<file path="src/rtl/aeos_pkg.sv">
// Shared types and constants for the array edit op stream decoder.
package aeos_pkg;

    localparam int WORD_W    = 64;
    localparam int COUNT_W   = 56;
    localparam int HDR_OP_W  = 8;
    localparam int OPCODE_W  = 4;
    localparam int LIT_IDX_W = 16;
    localparam int CFG_W     = 17;

    // Highest opcode with a defined meaning
    localparam logic [HDR_OP_W-1:0] OPCODE_MAX = 8'd9;

    // Opcodes carried in the header word
    localparam logic [OPCODE_W-1:0] OPC_WRITELIT      = 4'd0;
    localparam logic [OPCODE_W-1:0] OPC_WRITEREF      = 4'd1;
    localparam logic [OPCODE_W-1:0] OPC_INSERTLIT     = 4'd2;
    localparam logic [OPCODE_W-1:0] OPC_INSERTREF     = 4'd3;
    localparam logic [OPCODE_W-1:0] OPC_ERASE         = 4'd4;
    localparam logic [OPCODE_W-1:0] OPC_MINSIZE       = 4'd5;
    localparam logic [OPCODE_W-1:0] OPC_MINSIZE_FILL  = 4'd6;
    localparam logic [OPCODE_W-1:0] OPC_SETSIZE       = 4'd7;
    localparam logic [OPCODE_W-1:0] OPC_SETSIZE_FILL  = 4'd8;

    typedef enum logic [2:0] {
        KIND_WRITELIT  = 3'd0,
        KIND_WRITEREF  = 3'd1,
        KIND_INSERTLIT = 3'd2,
        KIND_INSERTREF = 3'd3,
        KIND_ERASE     = 3'd4,
        KIND_MINSIZE   = 3'd5,
        KIND_SETSIZE   = 3'd6,
        KIND_MAXSIZE   = 3'd7
    } t_kind;

    typedef enum logic [1:0] {
        ST_OK          = 2'd0,
        ST_UNKNOWN_OP  = 2'd1,
        ST_TRUNCATED   = 2'd2,
        ST_LIT_RANGE   = 2'd3
    } t_status;

    // One stream word as held in the input register
    typedef struct packed {
        logic [WORD_W-1:0] word;
        logic              last_word;
    } t_word;

    // One decoded result
    typedef struct packed {
        logic                  has_record;
        t_kind                 op_kind;
        logic [WORD_W-1:0]     first_arg;
        logic [WORD_W-1:0]     second_arg;
        logic [LIT_IDX_W-1:0]  literal_index;
        logic                  uses_literal;
        logic                  with_fill;
        logic                  end_of_stream;
        t_status               status;
    } t_result;

endpackage

</file>
<file path="src/rtl/aeos_word_if.sv">
// Input word channel: valid/ready with one stream word.
interface aeos_word_if;
    logic        valid;
    logic        ready;
    logic [63:0] word;
    logic        last_word;

    modport source(output valid, word, last_word, input ready);
    modport sink(input valid, word, last_word, output ready);
endinterface

</file>
<file path="src/rtl/aeos_rec_if.sv">
// Result channel: valid/ready with one decoded op record.
interface aeos_rec_if;
    logic               valid;
    logic               ready;
    logic               has_record;
    logic [2:0]         op_kind;
    logic signed [63:0] first_arg;
    logic signed [63:0] second_arg;
    logic [15:0]        literal_index;
    logic               uses_literal;
    logic               with_fill;
    logic               end_of_stream;
    logic [1:0]         status;

    modport source(output valid, has_record, op_kind, first_arg, second_arg, literal_index,
                   uses_literal, with_fill, end_of_stream, status, input ready);
    modport sink(input valid, has_record, op_kind, first_arg, second_arg, literal_index,
                 uses_literal, with_fill, end_of_stream, status, output ready);
endinterface

</file>
<file path="src/rtl/aeos_cfg_if.sv">
// Configuration write channel: valid/ready with the literal count.
interface aeos_cfg_if;
    logic        valid;
    logic        ready;
    logic [16:0] data;

    modport source(output valid, data, input ready);
    modport sink(input valid, data, output ready);
endinterface

</file>
<file path="src/rtl/aeos_in_reg.sv">
// Input register stage for stream words.
module aeos_in_reg (
    input  logic           i_clk,
    input  logic           i_rst_n,
    input  logic           i_valid,
    input  aeos_pkg::t_word i_word,
    output logic           o_ready,
    input  logic           i_take,
    output logic           o_valid,
    output aeos_pkg::t_word o_word
);

    logic            r_valid;
    aeos_pkg::t_word r_word;

    // Accept when empty or when the held word leaves this cycle
    assign o_ready = !r_valid || i_take;

    always_ff @(posedge i_clk) begin
        if (!i_rst_n) begin
            r_valid <= 1'b0;
        end else if (i_valid && o_ready) begin
            r_valid <= 1'b1;
        end else if (i_take) begin
            r_valid <= 1'b0;
        end
    end

    // Hold payload until replaced
    always_ff @(posedge i_clk) begin
        if (i_valid && o_ready) begin
            r_word <= i_word;
        end
    end

    assign o_valid = r_valid;
    assign o_word  = r_word;

endmodule

</file>
<file path="src/rtl/aeos_decode.sv">
// Phase tracking and combinational decode of one stream word into a result.
module aeos_decode #(
    parameter int MAX_LITERALS = 65536
) (
    input  logic                               i_clk,
    input  logic                               i_rst_n,
    input  logic                               i_advance,
    input  aeos_pkg::t_word                    i_word,
    input  logic [aeos_pkg::CFG_W-1:0]         i_literal_count,
    output logic                               o_res_valid,
    output aeos_pkg::t_result                  o_res
);

    typedef enum logic [1:0] {
        PH_HEADER,
        PH_OP1,
        PH_OP2,
        PH_DROP
    } t_phase;

    t_phase                               r_phase, n_phase;
    logic [aeos_pkg::OPCODE_W-1:0]        r_opcode, n_opcode;
    logic [aeos_pkg::COUNT_W-1:0]         r_groups, n_groups;
    logic [aeos_pkg::WORD_W-1:0]          r_held;

    logic [aeos_pkg::WORD_W-1:0]          w;
    logic                                 last;
    logic [aeos_pkg::HDR_OP_W-1:0]        hdr_op;
    logic [aeos_pkg::COUNT_W-1:0]         hdr_cnt;
    logic                                 two_ops;

    logic [aeos_pkg::WORD_W-1:0]          a1, a2;
    aeos_pkg::t_kind                      fin_kind;
    logic [aeos_pkg::WORD_W-1:0]          fin_f1, fin_f2, fin_lit;
    logic                                 fin_uses, fin_fill;
    logic [aeos_pkg::WORD_W-1:0]          count_ext, max_ext, lim;
    logic                                 lit_ok;
    logic [aeos_pkg::COUNT_W-1:0]         groups_dec;

    assign w       = i_word.word;
    assign last    = i_word.last_word;
    assign hdr_op  = w[aeos_pkg::WORD_W-1 -: aeos_pkg::HDR_OP_W];
    assign hdr_cnt = w[aeos_pkg::COUNT_W-1:0];
    assign two_ops = r_opcode inside {aeos_pkg::OPC_WRITELIT, aeos_pkg::OPC_WRITEREF,
                                      aeos_pkg::OPC_INSERTLIT, aeos_pkg::OPC_INSERTREF,
                                      aeos_pkg::OPC_MINSIZE_FILL, aeos_pkg::OPC_SETSIZE_FILL};

    // Operands of the group being completed
    assign a1 = (r_phase == PH_OP2) ? r_held : w;
    assign a2 = (r_phase == PH_OP2) ? w : '0;

    // Effective literal limit, clamped to the build-time maximum
    assign count_ext  = aeos_pkg::WORD_W'(i_literal_count);
    assign max_ext    = aeos_pkg::WORD_W'(MAX_LITERALS);
    assign lim        = (count_ext > max_ext) ? max_ext : count_ext;
    assign lit_ok     = !fin_lit[aeos_pkg::WORD_W-1] && (fin_lit < lim);
    assign groups_dec = r_groups - aeos_pkg::COUNT_W'(1);

    // Map opcode and operands onto record fields
    always_comb begin
        fin_kind = aeos_pkg::KIND_MAXSIZE;
        fin_f1   = '0;
        fin_f2   = '0;
        fin_lit  = '0;
        fin_uses = 1'b0;
        fin_fill = 1'b0;
        case (r_opcode)
            aeos_pkg::OPC_WRITELIT: begin
                fin_kind = aeos_pkg::KIND_WRITELIT;
                fin_f2 = a2; fin_lit = a1; fin_uses = 1'b1;
            end
            aeos_pkg::OPC_WRITEREF: begin
                fin_kind = aeos_pkg::KIND_WRITEREF;
                fin_f1 = a1; fin_f2 = a2;
            end
            aeos_pkg::OPC_INSERTLIT: begin
                fin_kind = aeos_pkg::KIND_INSERTLIT;
                fin_f2 = a2; fin_lit = a1; fin_uses = 1'b1;
            end
            aeos_pkg::OPC_INSERTREF: begin
                fin_kind = aeos_pkg::KIND_INSERTREF;
                fin_f1 = a1; fin_f2 = a2;
            end
            aeos_pkg::OPC_ERASE: begin
                fin_kind = aeos_pkg::KIND_ERASE;
                fin_f1 = a1;
            end
            aeos_pkg::OPC_MINSIZE: begin
                fin_kind = aeos_pkg::KIND_MINSIZE;
                fin_f1 = a1;
            end
            aeos_pkg::OPC_MINSIZE_FILL: begin
                fin_kind = aeos_pkg::KIND_MINSIZE;
                fin_f1 = a1; fin_fill = 1'b1; fin_lit = a2; fin_uses = 1'b1;
            end
            aeos_pkg::OPC_SETSIZE: begin
                fin_kind = aeos_pkg::KIND_SETSIZE;
                fin_f1 = a1;
            end
            aeos_pkg::OPC_SETSIZE_FILL: begin
                fin_kind = aeos_pkg::KIND_SETSIZE;
                fin_f1 = a1; fin_fill = 1'b1; fin_lit = a2; fin_uses = 1'b1;
            end
            default: begin
                fin_kind = aeos_pkg::KIND_MAXSIZE;
                fin_f1 = a1;
            end
        endcase
    end

    // Decode the word against the current phase
    always_comb begin
        n_phase     = r_phase;
        n_opcode    = r_opcode;
        n_groups    = r_groups;
        o_res_valid = 1'b0;
        o_res       = '0;
        o_res.end_of_stream = last;
        case (r_phase)
            PH_HEADER: begin
                if (hdr_op > aeos_pkg::OPCODE_MAX) begin
                    o_res_valid  = 1'b1;
                    o_res.status = aeos_pkg::ST_UNKNOWN_OP;
                    n_phase      = last ? PH_HEADER : PH_DROP;
                end else begin
                    n_opcode = hdr_op[aeos_pkg::OPCODE_W-1:0];
                    n_groups = hdr_cnt;
                    if (hdr_cnt == '0) begin
                        o_res_valid = last;
                    end else if (last) begin
                        o_res_valid  = 1'b1;
                        o_res.status = aeos_pkg::ST_TRUNCATED;
                    end else begin
                        n_phase = PH_OP1;
                    end
                end
            end
            PH_OP1, PH_OP2: begin
                if (r_phase == PH_OP1 && two_ops) begin
                    if (last) begin
                        o_res_valid  = 1'b1;
                        o_res.status = aeos_pkg::ST_TRUNCATED;
                        n_phase      = PH_HEADER;
                    end else begin
                        n_phase = PH_OP2;
                    end
                end else if (fin_uses && !lit_ok) begin
                    o_res_valid  = 1'b1;
                    o_res.status = aeos_pkg::ST_LIT_RANGE;
                    n_phase      = last ? PH_HEADER : PH_DROP;
                end else begin
                    o_res_valid         = 1'b1;
                    o_res.has_record    = 1'b1;
                    o_res.op_kind       = fin_kind;
                    o_res.first_arg     = fin_f1;
                    o_res.second_arg    = fin_f2;
                    o_res.literal_index = fin_lit[aeos_pkg::LIT_IDX_W-1:0];
                    o_res.uses_literal  = fin_uses;
                    o_res.with_fill     = fin_fill;
                    n_groups            = groups_dec;
                    if (last) begin
                        o_res.status = (groups_dec != '0) ? aeos_pkg::ST_TRUNCATED
                                                          : aeos_pkg::ST_OK;
                        n_phase      = PH_HEADER;
                    end else begin
                        n_phase = (groups_dec != '0) ? PH_OP1 : PH_HEADER;
                    end
                end
            end
            default: begin
                if (last) begin
                    n_phase = PH_HEADER;
                end
            end
        endcase
    end

    // Advance state when the word moves on
    always_ff @(posedge i_clk) begin
        if (!i_rst_n) begin
            r_phase  <= PH_HEADER;
            r_opcode <= '0;
            r_groups <= '0;
        end else if (i_advance) begin
            r_phase  <= n_phase;
            r_opcode <= n_opcode;
            r_groups <= n_groups;
        end
    end

    // Hold the first operand of a two-operand group
    always_ff @(posedge i_clk) begin
        if (i_advance && r_phase == PH_OP1) begin
            r_held <= w;
        end
    end

    a_last_returns_header: assert property (@(posedge i_clk) disable iff (!i_rst_n)
        (i_advance && last) |=> (r_phase == PH_HEADER))
        else $error("phase not back to header after last word");

    a_drop_silent: assert property (@(posedge i_clk) disable iff (!i_rst_n)
        (i_advance && r_phase == PH_DROP) |-> !o_res_valid)
        else $error("result produced while dropping");

    a_error_no_record: assert property (@(posedge i_clk) disable iff (!i_rst_n)
        (o_res_valid && (o_res.status == aeos_pkg::ST_UNKNOWN_OP ||
                         o_res.status == aeos_pkg::ST_LIT_RANGE)) |-> !o_res.has_record)
        else $error("error result carries a record");

    a_fill_uses_literal: assert property (@(posedge i_clk) disable iff (!i_rst_n)
        (o_res_valid && o_res.with_fill) |-> o_res.uses_literal)
        else $error("fill without literal");

    a_record_after_operand: assert property (@(posedge i_clk) disable iff (!i_rst_n)
        (i_advance && o_res_valid && o_res.has_record) |->
            (r_phase == PH_OP1 || r_phase == PH_OP2))
        else $error("record produced outside operand phase");

endmodule

</file>
<file path="src/rtl/aeos_out_reg.sv">
// Result register stage feeding the output channel.
module aeos_out_reg (
    input  logic              i_clk,
    input  logic              i_rst_n,
    input  logic              i_load,
    input  aeos_pkg::t_result i_res,
    output logic              o_can_load,
    output logic              o_valid,
    input  logic              i_ready,
    output aeos_pkg::t_result o_res
);

    logic              r_valid;
    aeos_pkg::t_result r_res;

    // Free when empty or when the held word is taken this cycle
    assign o_can_load = !r_valid || i_ready;

    always_ff @(posedge i_clk) begin
        if (!i_rst_n) begin
            r_valid <= 1'b0;
        end else if (i_load) begin
            r_valid <= 1'b1;
        end else if (i_ready) begin
            r_valid <= 1'b0;
        end
    end

    // Hold the result until the sink takes it
    always_ff @(posedge i_clk) begin
        if (i_load) begin
            r_res <= i_res;
        end
    end

    assign o_valid = r_valid;
    assign o_res   = r_res;

endmodule

</file>
<file path="src/rtl/array_edit_op_stream_decoder_core.sv">
// A word accepted into the input register is decoded in one pass into the result
// register. Throughput: one stream word per cycle while the result register is free,
// set by the single-pass decode between the two registers; a known header with groups
// or the first of two operands gives no result word unless last. Reset clears the
// phase to expect a header, the literal count to zero and both stage valid flags.
module array_edit_op_stream_decoder_core #(
    parameter int MAX_LITERALS = 65536
) (
    input  logic              i_clk,
    input  logic              i_rst_n,
    aeos_word_if.sink         i_in,
    aeos_rec_if.source        o_out,
    aeos_cfg_if.sink          i_cfg
);

    logic [aeos_pkg::CFG_W-1:0] r_literal_count;
    aeos_pkg::t_word            in_word, st_word;
    logic                       st_valid;
    logic                       advance;
    logic                       res_valid;
    aeos_pkg::t_result          res, out_res;
    logic                       out_can_load;

    // Latch the literal count on each config write
    assign i_cfg.ready = 1'b1;

    always_ff @(posedge i_clk) begin
        if (!i_rst_n) begin
            r_literal_count <= '0;
        end else if (i_cfg.valid) begin
            r_literal_count <= i_cfg.data;
        end
    end

    assign in_word.word      = i_in.word;
    assign in_word.last_word = i_in.last_word;

    // Move the held word on whenever the result register can take its outcome
    assign advance = st_valid && out_can_load;

    aeos_in_reg u_in_reg (
        .i_clk   (i_clk),
        .i_rst_n (i_rst_n),
        .i_valid (i_in.valid),
        .i_word  (in_word),
        .o_ready (i_in.ready),
        .i_take  (advance),
        .o_valid (st_valid),
        .o_word  (st_word)
    );

    aeos_decode #(
        .MAX_LITERALS (MAX_LITERALS)
    ) u_decode (
        .i_clk           (i_clk),
        .i_rst_n         (i_rst_n),
        .i_advance       (advance),
        .i_word          (st_word),
        .i_literal_count (r_literal_count),
        .o_res_valid     (res_valid),
        .o_res           (res)
    );

    aeos_out_reg u_out_reg (
        .i_clk      (i_clk),
        .i_rst_n    (i_rst_n),
        .i_load     (advance && res_valid),
        .i_res      (res),
        .o_can_load (out_can_load),
        .o_valid    (o_out.valid),
        .i_ready    (o_out.ready),
        .o_res      (out_res)
    );

    // Drive the result channel payload
    assign o_out.has_record    = out_res.has_record;
    assign o_out.op_kind       = out_res.op_kind;
    assign o_out.first_arg     = out_res.first_arg;
    assign o_out.second_arg    = out_res.second_arg;
    assign o_out.literal_index = out_res.literal_index;
    assign o_out.uses_literal  = out_res.uses_literal;
    assign o_out.with_fill     = out_res.with_fill;
    assign o_out.end_of_stream = out_res.end_of_stream;
    assign o_out.status        = out_res.status;

endmodule

</file>
<file path="src/flat_wrapper.sv">
// flat-port wrapper written by rule: the top's interface ports become plain ports
module array_edit_op_stream_decoder_core_flat 
#(
    parameter int MAX_LITERALS = 65536
)
  (i_clk, i_rst_n, i_in_valid, i_in_word, i_in_last_word, i_in_ready, o_out_valid, o_out_has_record, o_out_op_kind, o_out_first_arg, o_out_second_arg, o_out_literal_index, o_out_uses_literal, o_out_with_fill, o_out_end_of_stream, o_out_status, o_out_ready, i_cfg_valid, i_cfg_data, i_cfg_ready);
  aeos_word_if i_in_i ();
  aeos_rec_if o_out_i ();
  aeos_cfg_if i_cfg_i ();
  input  logic i_clk;
  input  logic i_rst_n;
  input wire logic [$bits(i_in_i.valid)-1:0] i_in_valid;
  input wire logic [$bits(i_in_i.word)-1:0] i_in_word;
  input wire logic [$bits(i_in_i.last_word)-1:0] i_in_last_word;
  output wire logic [$bits(i_in_i.ready)-1:0] i_in_ready;
  output wire logic [$bits(o_out_i.valid)-1:0] o_out_valid;
  output wire logic [$bits(o_out_i.has_record)-1:0] o_out_has_record;
  output wire logic [$bits(o_out_i.op_kind)-1:0] o_out_op_kind;
  output wire logic [$bits(o_out_i.first_arg)-1:0] o_out_first_arg;
  output wire logic [$bits(o_out_i.second_arg)-1:0] o_out_second_arg;
  output wire logic [$bits(o_out_i.literal_index)-1:0] o_out_literal_index;
  output wire logic [$bits(o_out_i.uses_literal)-1:0] o_out_uses_literal;
  output wire logic [$bits(o_out_i.with_fill)-1:0] o_out_with_fill;
  output wire logic [$bits(o_out_i.end_of_stream)-1:0] o_out_end_of_stream;
  output wire logic [$bits(o_out_i.status)-1:0] o_out_status;
  input wire logic [$bits(o_out_i.ready)-1:0] o_out_ready;
  input wire logic [$bits(i_cfg_i.valid)-1:0] i_cfg_valid;
  input wire logic [$bits(i_cfg_i.data)-1:0] i_cfg_data;
  output wire logic [$bits(i_cfg_i.ready)-1:0] i_cfg_ready;
  assign i_in_i.valid = i_in_valid;
  assign i_in_i.word = i_in_word;
  assign i_in_i.last_word = i_in_last_word;
  assign i_in_ready = i_in_i.ready;
  assign o_out_valid = o_out_i.valid;
  assign o_out_has_record = o_out_i.has_record;
  assign o_out_op_kind = o_out_i.op_kind;
  assign o_out_first_arg = o_out_i.first_arg;
  assign o_out_second_arg = o_out_i.second_arg;
  assign o_out_literal_index = o_out_i.literal_index;
  assign o_out_uses_literal = o_out_i.uses_literal;
  assign o_out_with_fill = o_out_i.with_fill;
  assign o_out_end_of_stream = o_out_i.end_of_stream;
  assign o_out_status = o_out_i.status;
  assign o_out_i.ready = o_out_ready;
  assign i_cfg_i.valid = i_cfg_valid;
  assign i_cfg_i.data = i_cfg_data;
  assign i_cfg_ready = i_cfg_i.ready;
  array_edit_op_stream_decoder_core #(.MAX_LITERALS(MAX_LITERALS)) u_core (.i_clk(i_clk), .i_rst_n(i_rst_n), .i_in(i_in_i), .o_out(o_out_i), .i_cfg(i_cfg_i));
endmodule
</file>
<file path="config.mk">
export PLATFORM = sky130hd
export DESIGN_NAME = array_edit_op_stream_decoder_core_flat
export DESIGN_NICKNAME = d
export VERILOG_FILES = /design/src/rtl/aeos_pkg.sv /design/src/rtl/aeos_word_if.sv /design/src/rtl/aeos_rec_if.sv /design/src/rtl/aeos_cfg_if.sv /design/src/rtl/aeos_in_reg.sv /design/src/rtl/aeos_decode.sv /design/src/rtl/aeos_out_reg.sv /design/src/rtl/array_edit_op_stream_decoder_core.sv /design/src/flat_wrapper.sv
export SDC_FILE = /design/constraint.sdc
export NUM_CORES = 1
export LEC_CHECK = 0
export BUFFER_PORTS_ARGS = -buffer_cell sky130_fd_sc_hd__buf_4
export CORE_MARGIN = 3
export CORE_UTILIZATION = 44
export DETAILED_ROUTE_END_ITERATION = 16
export MAX_ROUTING_LAYER = met4
export PLACE_DENSITY = 0.71
export SYNTH_ARGS = -nofsm -noshare
export SYNTH_HDL_FRONTEND = slang
export SYNTH_SLANG_ARGS = --single-unit
export TNS_END_PERCENT = 100
</file>
<file path="constraint.sdc">
create_clock -name i_clk -period 14.7 [get_ports i_clk]
set_clock_uncertainty 0.2 [all_clocks]
set_input_delay 0.735 -clock i_clk [delete_from_list [all_inputs] [get_ports i_clk]]
set_output_delay 0.735 -clock i_clk [all_outputs]
set_load 0.005 [all_outputs]
</file>
==> results by group <==
Yosys
  – Top cell type's share of synthesized area: 50.93%
  – Yosys Warn Count: 0
  – Sequential-to-total area share from yosys stat: 60.68%
  – Synth cell types: 84
  – Ys flop type: edfxtp_1
  – Post-synthesis cell area: 16630 um^2
  – Top cells by area, synth: edfxtp_1 51%, dfxtp_1 9.8%, mux2i_1 4.3%
  – Seq cells post-synth: 363
  – Post-synth EDFFs: 282
  – Syn nets: 1534
  – Asr flop ratio synth: 0%
  – Synth area leader: edfxtp_1
  – Synth Area per Inst: 11.67 um^2
  – Mapped Cells: 1425

Finish
  – Final core occ: 54.78%
  – Fill cell count: 3138
  – Final Cell Area: 20250 um^2
  – P&R area growth vs syn: 21.77%
  – Layout cells sized above 1: 22.34%
  – Layout Cells excl Fill: 2166
  – Nets@finish: 1742

Timing
  – Fmax: 174.4 MHz
  – TNS Setup: 0 ns
  – Final Max Slew Viols: 0
  – Least-Margin Pin Slew: 1.215 ns
  – Worst rel slew slack: 18.83%
  – Final hold vios: 0
  – Final Critical Period: 5.733 ns
  – Setup violators final: 0
  – Unrepaired setup endpoints after global routing: false
  – Part of the cycle the worst path needs: 39.00%

Floorplanning
  – Initial Util: 44.99%
  – Die height: 200.4 um
  – Die ar.: 40160 um^2
  – FP Rows: 70
  – # IOs: 243
  – Core area: 36960 um^2
  – Die Span X: 200.4 um

Worst setup path
  – Crit path kind: reg -> reg
  – CP required: 14.93 ns
  – CP Capture Type: flip-flop
  – Worst r2r src: u_core.u_decode.r_phase[0]$_SDFFE_PN0P_
  – Crit start category: flip-flop
  – Worst EP arrival: 5.96 ns
  – CP startpoint: u_core.u_decode.r_phase[0]$_SDFFE_PN0P_
  – Crit Path Max Fanout: 35

CTS
  – # clock sinks: 363
  – Cts repair resizes: 0
  – CTS tree: done
  – Post-CTS setup buffer count: 0
  – Clock buffer count from CTS: 41
  – CTS Root Cell: clkbuf_16
  – H-tree depth: 2
  – CTS Buffer Depth: 3
  – Clk_lat worst skew: 0.56 ns
  – CTS clk-pin slew, worst paths: 0.06 ns
  – Cts hold-fix bufs: 0

Global route
  – Initial antenna violation count: 1
  – First-pass GRT wire length: 73090 um
  – Vias in the first global route: 12333
  – Pin count of the biggest net entering global routing: 85
  – Congestion Overflow GR: 0
  – All-layer global routing usage: 23.58%

Placement
  – Port buffer count: 241
  – Detail Placement HPWL: 31960 um
  – Placed Cells: 2094
  – GPL Wtd Cong: 0.9241
  – Area after DPL: 18840 um^2

Pwr
  – Final Power: 2.739 mW
  – VDD IR max: 74.59 uV
  – PwrDens: 135.3 nW/um^2
  – P_leak: 7.446 nW

Detailed routing
  – WL/cell: 21.88 um
  – First-pass DRT Iterations: 7
  – DRC: 0
  – Final WL: 47390 um
  – DRT iter0 DRCs: 1164
  – Vias: 12723
  – Final ANT Viol Nets: 0
  – DR vias/cell: 5.874

Status
  – Status: finished, final reports clean

Min path
  – Worst hold start: i_in_word[53]
  – Hold Crit Class: in -> reg

Flow run
  – Max-Cap Viols: 0
-- critical path, stage by stage (launching register included) --
cell and delay [ns]:
dfxtp_1 0.34, inv_1 0.15, ha_4 0.34, clkinv_1 0.81
nand2_1 0.33, o22ai_1 0.15, ha_1 0.36, nand2_1 0.07
nor2_1 0.12, o211ai_1 0.10, a41o_1 0.24, nand4bb_1 0.12
o221ai_2 0.18, o211ai_4 0.87, a21o_1 0.68, buf_4 0.38
o21ai_0 0.14
-- metal layers --
layer	routed length [um]	track usage (%)	vias to the layer above
met5	0	-	-
met4	1254	7.277	0
met3	3551	4.746	75
met2	22280	36.34	548
met1	20310	31.76	6244
li1	-	-	5856
-- metrics by stage --
stage / hold WS [ns] / setup slack, ns
finish: 0.1525 / 8.967
global route: 0.1305 / 8.561
CTS: 0.1188 / 9.064
detailed placement: 0.2948 / 9.092
global placement: 0.2860 / 9.260
floorplan: 0.2604 / 0.7294
-- cells by family (layout without fill, tap and decap cells) --
family | Yosys count | count (layout) | share of synthesized area [%]
simple gates | 532 | 532 | 17.08
flops | 363 | 363 | 60.68
compound gates | 307 | 307 | 12.46
buf+inv | 109 | 345 | 2.762
mux | 72 | 72 | 4.334
fa+ha+maj | 22 | 22 | 1.655
xor+xnor | 19 | 19 | 1.001
other cells | 1 | 2 | 0.02255
-- state kept, by name (all words and copies together), names as in the netlist --
register,flops
u_core.u_out_reg.o_res,153
u_core.u_in_reg.o_word,65
u_core.u_decode.r_held,64
u_core.u_decode.r_groups,56
u_core.r_literal_count,17
u_core.u_decode.r_opcode,4
u_core.u_decode.r_phase,2
u_core.u_in_reg.o_valid,1
u_core.u_out_reg.o_valid,1
-- report_power, final --
group | internal (mW) | total, mW | switching (mW) | leakage [nW]
sequential | 1.16 | 1.20 | 0.0441 | 3.28
clock | 0.659 | 1.07 | 0.413 | 0.687
combinational | 0.178 | 0.464 | 0.286 | 3.48
total | 2.00 | 2.74 | 0.743 | 7.45
-- cells in the final DEF (no fill, tap or decap), types with 13 or more instances in the layout --
cell / instances
and2_1: 65
a21oi_1: 76
edfxtp_1: 282
buf_4: 257
nor4_1: 48
dfxtp_1: 81
nor3_1: 37
nor2_1: 125
ha_1: 20
clkbuf_16: 41
o21ai_0: 50
inv_1: 15
o211ai_1: 19
xnor2_1: 13
mux2i_1: 72
nand3_1: 22
o22ai_1: 31
nand2_1: 118
nand4_1: 20
a31oi_1: 14
a22oi_1: 29
nor2b_1: 19
-- cell type report --
type	count	area [um^2]	share of cell area (%)
clock buffers	47	1059	5.228
diodes	1	2.502	0.01236
repair buffers	257	1929	9.529
flip-flops and latches	363	10090	49.83
multi-input cells	953	6130	30.27
well taps	504	630.6	3.115
clock inverters	24	342.8	1.693
inverters	17	63.81	0.3152
-- cells in the mapped netlist (5+ instances only) --
master,n
nand4_1,20
nor2_1,126
o311ai_0,11
xor2_1,6
o211ai_1,19
ha_1,22
buf_2,10
or3_1,12
o221a_2,6
edfxtp_1,282
a31oi_1,14
mux2i_1,72
a21oi_1,76
nor2b_1,19
clkbuf_2,6
a211oi_1,7
or4_1,8
xnor2_1,13
o31ai_1,9
nor4_1,48
nand2_1,119
o21ai_0,50
dfxtp_1,81
a2bb2oi_1,8
o21bai_1,5
nand3_1,22
buf_4,6
o22ai_1,31
nor3_1,39
and2_1,67
nor4_2,7
clkbuf_1,66
inv_1,16
a22oi_1,29
-- final timing paths --
| check | end | slack, ns | cells after the start |
|---|---|---|---|
| max | u_core.u_decode.r_groups[43]$_SDFFE_PN0P_ | 8.97 | 16 |
| min | u_core.u_in_reg.o_word[54]$_DFFE_PP_ | 0.15 | 1 |
| max reg2reg | u_core.u_decode.r_groups[43]$_SDFFE_PN0P_ | 8.97 | 16 |
| min reg2reg | u_core.u_decode.r_groups[22]$_SDFFE_PN0P_ | 0.31 | 2 |
No activity file was read; power rests on OpenSTA's default activity.
